File: src/rtl/core/pds_pkg.sv
// Package: shared types, codes and defaults for the periodic deadline scheduler.
package pds_pkg;

	localparam int SLOT_COUNT_DEF = 16;

	typedef enum logic {
		OP_SCHEDULE = 1'b0,
		OP_TICK     = 1'b1
	} op_t;

	typedef enum logic [1:0] {
		MODE_ONESHOT = 2'd0,
		MODE_RATE    = 2'd1,
		MODE_DELAY   = 2'd2
	} mode_t;

	typedef enum logic [1:0] {
		RK_ACCEPT   = 2'd0,
		RK_REJECT   = 2'd1,
		RK_FIRED    = 2'd2,
		RK_TICKDONE = 2'd3
	} rkind_t;

	typedef enum logic [1:0] {
		ST_IDLE,
		ST_PREP,
		ST_SCAN
	} state_t;

	// Broadcast from the controller to every slot cell.
	typedef struct packed {
		logic        prep;
		logic        fire;
		logic        wr;
		logic        sched;
		logic [7:0]  tag;
		logic [23:0] delay;
		logic [23:0] period;
		logic [1:0]  kind;
	} pds_cmd_t;

	// Candidate handed from cell to cell.
	typedef struct packed {
		logic        vld;
		logic [31:0] age;
		logic [7:0]  tag;
	} pds_tok_t;

	// Per-slot status back to the controller.
	typedef struct packed {
		logic busy;
		logic pending;
	} pds_stat_t;

endpackage

File: src/rtl/core/pds_cell.sv
// Slot cell: one timer slot plus one stage of the candidate chain.
module pds_cell import pds_pkg::*; #(
	parameter int IW  = 4,
	parameter int IDX = 0
) (
	input  logic            clk,
	input  logic            arst_n,
	input  pds_cmd_t        cmd,
	input  logic [IW-1:0]   cmd_idx,
	input  logic [31:0]     now,
	input  pds_tok_t        tok_in,
	input  logic [IW-1:0]   tok_in_idx,
	output pds_tok_t        tok_out,
	output logic [IW-1:0]   tok_out_idx,
	output pds_stat_t       stat
);

	localparam logic [IW-1:0] MY_IDX = IW'(IDX);

	logic          busy_q, pend_q;
	logic [31:0]   deadline_q, age_q;
	logic [23:0]   period_q;
	logic [1:0]    kind_q;
	logic [7:0]    tag_q;
	pds_tok_t      tok_q;
	logic [IW-1:0] tok_idx_q;

	logic          sel, claim;
	logic [31:0]   age_next, step;

	assign sel      = (cmd_idx == MY_IDX);
	assign age_next = now - deadline_q;
	assign step     = (period_q == '0) ? 32'd1 : {8'b0, period_q};

	// schedule pass: first free slot wins; tick pass: oldest pending wins, ties to lower slot
	assign claim = cmd.sched ? (!busy_q && !tok_in.vld)
	                         : (pend_q && (!tok_in.vld || (age_q > tok_in.age)));

	always_ff @(posedge clk or negedge arst_n) begin
		if (!arst_n) begin
			busy_q <= 1'b0;
			pend_q <= 1'b0;
			tok_q  <= '0;
		end else begin
			if (cmd.wr && sel) begin
				busy_q <= 1'b1;
			end else if (cmd.fire && sel) begin
				pend_q <= 1'b0;
				if (kind_q != MODE_RATE && kind_q != MODE_DELAY) begin
					busy_q <= 1'b0;
				end
			end
			if (cmd.prep) begin
				pend_q <= busy_q && !age_next[31];
			end
			tok_q <= claim ? pds_tok_t'{vld: 1'b1, age: age_q, tag: tag_q} : tok_in;
		end
	end

	always_ff @(posedge clk) begin
		tok_idx_q <= claim ? MY_IDX : tok_in_idx;
		if (cmd.prep) begin
			age_q <= age_next;
		end
		if (cmd.wr && sel) begin
			deadline_q <= now + {8'b0, cmd.delay};
			period_q   <= cmd.period;
			kind_q     <= cmd.kind;
			tag_q      <= cmd.tag;
		end else if (cmd.fire && sel) begin
			if (kind_q == MODE_RATE) begin
				deadline_q <= deadline_q + step;
			end else if (kind_q == MODE_DELAY) begin
				deadline_q <= now + step;
			end
		end
	end

	assign tok_out     = tok_q;
	assign tok_out_idx = tok_idx_q;
	assign stat        = '{busy: busy_q, pending: pend_q};

endmodule

File: config.mk
export PLATFORM = sky130hd
export DESIGN_NAME = pds_cell
export DESIGN_NICKNAME = d
export VERILOG_FILES = /design/src/rtl/core/pds_pkg.sv /design/src/rtl/core/pds_cell.sv
export SDC_FILE = /design/constraint.sdc
export NUM_CORES = 1
export LEC_CHECK = 0
export BUFFER_PORTS_ARGS = -buffer_cell sky130_fd_sc_hd__buf_2
export CAP_MARGIN = 0
export CORE_MARGIN = 2
export CORE_UTILIZATION = 52
export DETAILED_ROUTE_END_ITERATION = 10
export GPL_TIMING_DRIVEN = 0
export PLACE_DENSITY = 0.74
export SLEW_MARGIN = 20
export SYNTH_ARGS = -nofsm -noshare
export SYNTH_HDL_FRONTEND = slang
export SYNTH_SLANG_ARGS = --single-unit
File: constraint.sdc
create_clock -name clk -period 3.9 [get_ports clk]
set_clock_uncertainty 0.1 [all_clocks]
set_input_delay 0 -clock clk [delete_from_list [all_inputs] [get_ports clk]]
set_output_delay 0 -clock clk [all_outputs]
set_load 0.1 [all_outputs]
-- Word-level counts from Yosys, hierarchy flattened
Index checks and enable logic that the tools add are counted.
- register bits after elaboration: 145
- output and inout bits: 47
- logic and storage cells: 53
- mux-type cells: 13
- reduce and logical (&&, ||, !) cells: 19
- equality and inequality tests: 5
- $add $sub $neg: 4
- magnitude comparators: 1
- operators by type and width (kind ; number):
    $mux W32 ; 4
    $add A32 B24 Y32 ; 3
    $mux W41 ; 1
    $gt A32 B32 Y1 ; 1
    $sub A32 B32 Y32 ; 1
    $logic_not A24 Y1 ; 1
    $mux W24 ; 1
    $mux W1 ; 7
    $logic_and A1 B1 Y1 ; 6
    $reduce_and A2 Y1 ; 3
    $reduce_bool A2 Y1 ; 3
    $logic_not A4 Y1 ; 1
    $ne A2 B2 Y1 const B ; 2
    $logic_not A1 Y1 ; 3
    $reduce_bool A3 Y1 ; 1
    $eq A2 B1 Y1 const B ; 1
    $eq A2 B2 Y1 const B ; 1
    $ne A2 B1 Y1 const B ; 1
    $logic_or A1 B1 Y1 ; 1

-- Logic depth before layout (Yosys ltp)
- word-level depth: 7
- mapped depth: 18
- depth with buffers taken out: 16

-- Worst setup path after synthesis
Ideal clock, no wire load.
- kind: reg2reg
- start point: register kind_q[1]
- end point: register deadline_q[0] (enable)
- required time: 3.334 ns
- setup slack: -0.372 ns
- cell stages (with the launch flop): 7
- period minus slack after synthesis: 4.272 ns
- data arrival time: 3.706 ns
- path buffers: 2
- library setup time: 0.466 ns
- cells stage by stage: edfxtp_1 -> inv_1 -> ha_1 -> clkbuf_1 -> clkbuf_1 -> nor2_1 -> o21ai_0
- cells in the longest elaborated chain, start to end: 3
- RTL lines (what ; RTL line ; source):
    from (decl) ; pds_cell.sv:23 ; logic [1:0] kind_q;
    from (signal assigned) ; pds_cell.sv:68 ; kind_q <= cmd.kind;
    $eq A2 B1 Y1 / $eq A2 B2 Y1 (equally long branches) ; pds_cell.sv:71, pds_cell.sv:73 ;
    $reduce_bool A3 Y1 (no line) (*) ; - ;
    $reduce_and A2 Y1 (no line) (*) ; - ;
    to (signal assigned) ; pds_cell.sv:66 ; deadline_q <= now + {8'b0, cmd.delay};
    to (signal assigned) ; pds_cell.sv:72 ; deadline_q <= deadline_q + step;
    to (signal assigned) ; pds_cell.sv:74 ; deadline_q <= now + step;
    to (decl) ; pds_cell.sv:21 ; logic [31:0] deadline_q, age_q;
Mark *: on every way between the ends. The rest lies on a longest branch, timed or not.
A chain may end at the register's enable or synchronous reset.

-- Final worst setup path
- start point: input port cmd[26] (netlist bit)
- end point: register deadline_q[30] (data pin)
- cells in the longest elaborated chain, start to end: 2
- RTL lines (what ; RTL line ; source):
    from (decl) ; pds_cell.sv:8 ; input pds_cmd_t cmd,
    $add A32 B24 Y32 ; pds_cell.sv:66 ;
    $mux W32 ; pds_cell.sv:65 ; if (cmd.wr && sel) begin
Every way passes these cells.

==> results.cfg <==
[synthesis]
avgSynthCellArea_sq_um = 9.93
yosys_register_bits = 145
yosysSeqAreaShare_pct = 38.8
synth_nets = 1324
synth_edf_count = 98
yosys_warnings = 0
synth_area_sq_um = 10600
ys_types = 64
synthFlopType = edfxtp_1
syn_inst = 1063
async_flop_share_pct = 29.7

[global_routing]
antenna_found_initial = 1
track_usage_pct = 26.1
grt_overflow = 0
grt_max_degree = 44
grt_first_pass_wirelength_um = 44700
grt_pass1_vias = 8997

[pwr]
power.static_leakage_nw = 6.25
power.internal_w = 0.00330
pwr-share-clk_pct = 32.7
fin_total_pwr_w = 0.00507
p_switching_w = 0.00178
pwr-share-comb_pct = 31.3
p_per_area_nw_per_um2 = 369
vdd_drop_max_mv = 0.301
swShare_pct = 35.1
seqPwrFrac_pct = 36.1

[job]
maxCapViolations = 0

[placed_design]
port_buffers = 191
dp_hpwl_um = 20500
gp_congestion = 0.937
place_inst = 1526

[setup_path]
cp.required_ns = 3.96
cp-start-kind = input port
rrSetupSlack_ns = 0.16
cp-end-kind = flop
cp_max_fo = 4
arrival_ns = 3.81
ff2ff_path_depth = 15
r2r-end = deadline_q[19]$_DFFE_PP_
regToRegStartpoint = kind_q[1]$_DFFE_PP_
crit_type = input port to flop

[min_path]
hold_start = now[25]
min_path_cells = 4
hold_class = input port to flop
hold_end = deadline_q[26]$_DFFE_PP_

[timing]
finalHoldViolations = 0
period_share_pct = 96.3
whs_ns = 0.0363
tightest_slew_ns = 0.950
rsz0062_at_grt = false
setup_viol = 0
maxSlewHeadroom_pct = 36.7
final_max_slew_viol_count = 0
min_period_ns = 3.75
setup_tns_ns = 0
max_freq_ghz = 0.266

[floorplanning]
die_h_um = 147
die_w_um = 147
initial_utilization_pct = 52.5
rows = 52
design.core.area_sq_um = 20100
die_area_sq_um = 21500
num_io_pins = 192

[clock_tree]
cts_tree = built
htreeDepth = 4
cts-buffers-inserted = 17
clock_latency_ns = 0.43
clock-sinks = 145
clk_pin_slew_worst_paths_ns = 0.07
clk_path_buf_depth = 2
cts_root_buf = clkbuf_16

[cells_and_area]
fill_cells = 1506
fin_nets = 1642
drive_gt1_share_pct = 25.3
postLayoutCoreUtil_pct = 68.5
area_delta_synth_final_pct = 30.3
fin_cells = 1665

[detailed_routing]
via_count = 9036
viasPerCell = 5.43
routedWlPerCell_um = 16.7
totalWireLength_um = 27900
first_pass_iters = 6
drc = 0
postRouteAntennaNets = 0
drtIter0Drc = 625

[run_status]
status = finished clean
-- critical path, cell delays in order --
cell	delay, ns
dlygate4sd3_1	0.52
buf_2	0.11
ha_1	0.19
inv_1	0.07
fa_1	0.40
nor2b_1	0.19
o31a_1	0.19
o221ai_1	0.22
a21oi_1	0.28
o21ai_0	0.20
a21oi_1	0.30
a31o_2	0.26
nand3_1	0.10
xor2_1	0.14
dlygate4sd3_1	0.57
mux2i_1	0.07
-- power groups by stage --
stage	registers, W	logic (W)	clock network [W]
3_3_place_gp	0.00186	0.00144	0
6_report	0.00183	0.00159	0.00166
4_1_cts	0.00183	0.00157	0.00168
3_5_place_dp	0.00186	0.00146	0
2_1_floorplan	0.00226	0.000707	0
5_1_grt	0.00184	0.00171	0.00174
-- Yosys cell counts, types with 3 or more instances --
master / number / area (sq um)
and2_1: 8 / 50.1
nand4_1: 12 / 75.1
nor2b_1: 9 / 56.3
mux2i_1: 10 / 100
nand2b_1: 13 / 81.3
o31ai_1: 4 / 30.0
a21o_1: 44 / 330
xnor2_1: 41 / 359
fa_1: 3 / 60.1
nor4_1: 10 / 62.6
o21a_1: 11 / 82.6
inv_1: 89 / 334
nand3_1: 24 / 120
a211oi_1: 11 / 82.6
and4_1: 3 / 26.3
o21bai_1: 7 / 52.6
ha_1: 113 / 1410
nor2_1: 57 / 214
a31oi_1: 8 / 50.1
clkbuf_1: 35 / 131
or3_1: 8 / 50.1
a21oi_1: 85 / 425
mux2_2: 62 / 698
dfxtp_1: 4 / 80.1
dfrtp_1: 43 / 1080
o211ai_1: 6 / 45.0
a31o_2: 4 / 35.0
edfxtp_1: 98 / 2940
or2_2: 7 / 43.8
o31a_1: 4 / 35.0
o22ai_1: 4 / 25.0
xor2_1: 36 / 315
and3_1: 14 / 87.6
nand3b_1: 3 / 22.5
o21ai_0: 55 / 275
nor3_1: 13 / 65.1
nand2_1: 66 / 248
buf_4: 5 / 37.5
-- layout by cell type (no fill, tap or decap), drive strengths merged, types with 4 or more instances in the layout --
master	synthesis	routed
or2	8	8
nand2b	13	13
o21ai	57	57
nor4	10	10
or3	8	8
nor3	13	13
o21bai	7	7
nand4	12	12
mux2i	10	10
nor2b	9	9
ha	113	113
dfrtp	43	43
o31ai	4	4
inv	89	99
o22ai	4	4
nand2	67	67
and2	8	8
o31a	4	4
a31oi	9	9
a21oi	85	85
dfxtp	4	4
nor2	57	57
nand3	24	24
o21a	11	11
dlygate4sd3	0	94
clkbuf	35	55
xnor2	41	41
and3	14	14
xor2	36	36
o211ai	6	6
buf	7	212
a21o	44	44
mux2	62	62
a211oi	13	13
edfxtp	98	98
a31o	4	4
-- timing repair --
item	CTS	global route
gates resized for setup	28	12
endpoints found under the setup margin	20	16
hold endpoints to repair	131	0
setup buffers	3	10
hold buffers	94	0
pin swaps	5	5
-- logic make-up after synthesis --
logic type | Yosys count | share of synthesized area (%)
xor gates and xnor gates | 77 | 6.39
DFF | 145 | 38.8
muxes | 72 | 7.56
adders and majority gates | 116 | 14.0
AOI/OAI and AO/OA | 271 | 16.8
and+or+nand+nor | 251 | 11.7
buffers and inverters | 131 | 4.86
-- stage by stage --
stage / worst slack (ns) / area [sq um]
after floorplan: -0.000457 / 10600
after global placement: -0.868 / 11900
after detailed placement: -0.843 / 11900
after CTS: 0.000512 / 13600
after global routing: 0.00258 / 13800
final: 0.146 / 13800
-- flip-flops by register name, indices dropped and copies added (netlist names) --
signal / flops
tok_out: 41
age_q: 32
deadline_q: 32
period_q: 24
tag_q: 8
tok_out_idx: 4
kind_q: 2
busy_q: 1
pend_q: 1
-- layer usage --
| layer | GRT usage (%) | vias to the layer above | routed length, um |
|---|---|---|---|
| met5 | 0 | - | 0 |
| met4 | 6.65 | 0 | 563 |
| met3 | 4.03 | 54 | 1330 |
| met2 | 45.8 | 297 | 13600 |
| met1 | 33.9 | 4175 | 12400 |
| li1 | - | 4510 | - |
-- layout make-up --
class                   count  area (sq um)  area share (%)
inverters                  89           334            2.43
repair buffers            300          2050            14.9
flip-flops and latches    145          4100            29.8
plain buffers              41           218            1.58
clock inverters            12           103           0.745
diodes                      1          2.50          0.0182
well taps                 270           338            2.45
clock buffers              20           500            3.64
multi-input cells         787          6120            44.5
-- worst max-delay path by stage --
| stage | startpoint | endpoint | slack, ns | cells after the start |
|---|---|---|---|---|
| floorplan | kind_q[1]$_DFFE_PP_ | deadline_q[19]$_DFFE_PP_ | -0.0005 | 16 |
| finish | cmd[26] | deadline_q[30]$_DFFE_PP_ | 0.15 | 16 |
| global placement | kind_q[1]$_DFFE_PP_ | deadline_q[24]$_DFFE_PP_ | -0.87 | 17 |
| detailed placement | kind_q[1]$_DFFE_PP_ | deadline_q[28]$_DFFE_PP_ | -0.84 | 16 |
| global route | kind_q[1]$_DFFE_PP_ | deadline_q[19]$_DFFE_PP_ | 0.003 | 15 |
| CTS | kind_q[1]$_DFFE_PP_ | deadline_q[19]$_DFFE_PP_ | 0.0005 | 16 |
Note: power is estimated with default switching activity, not from simulation.
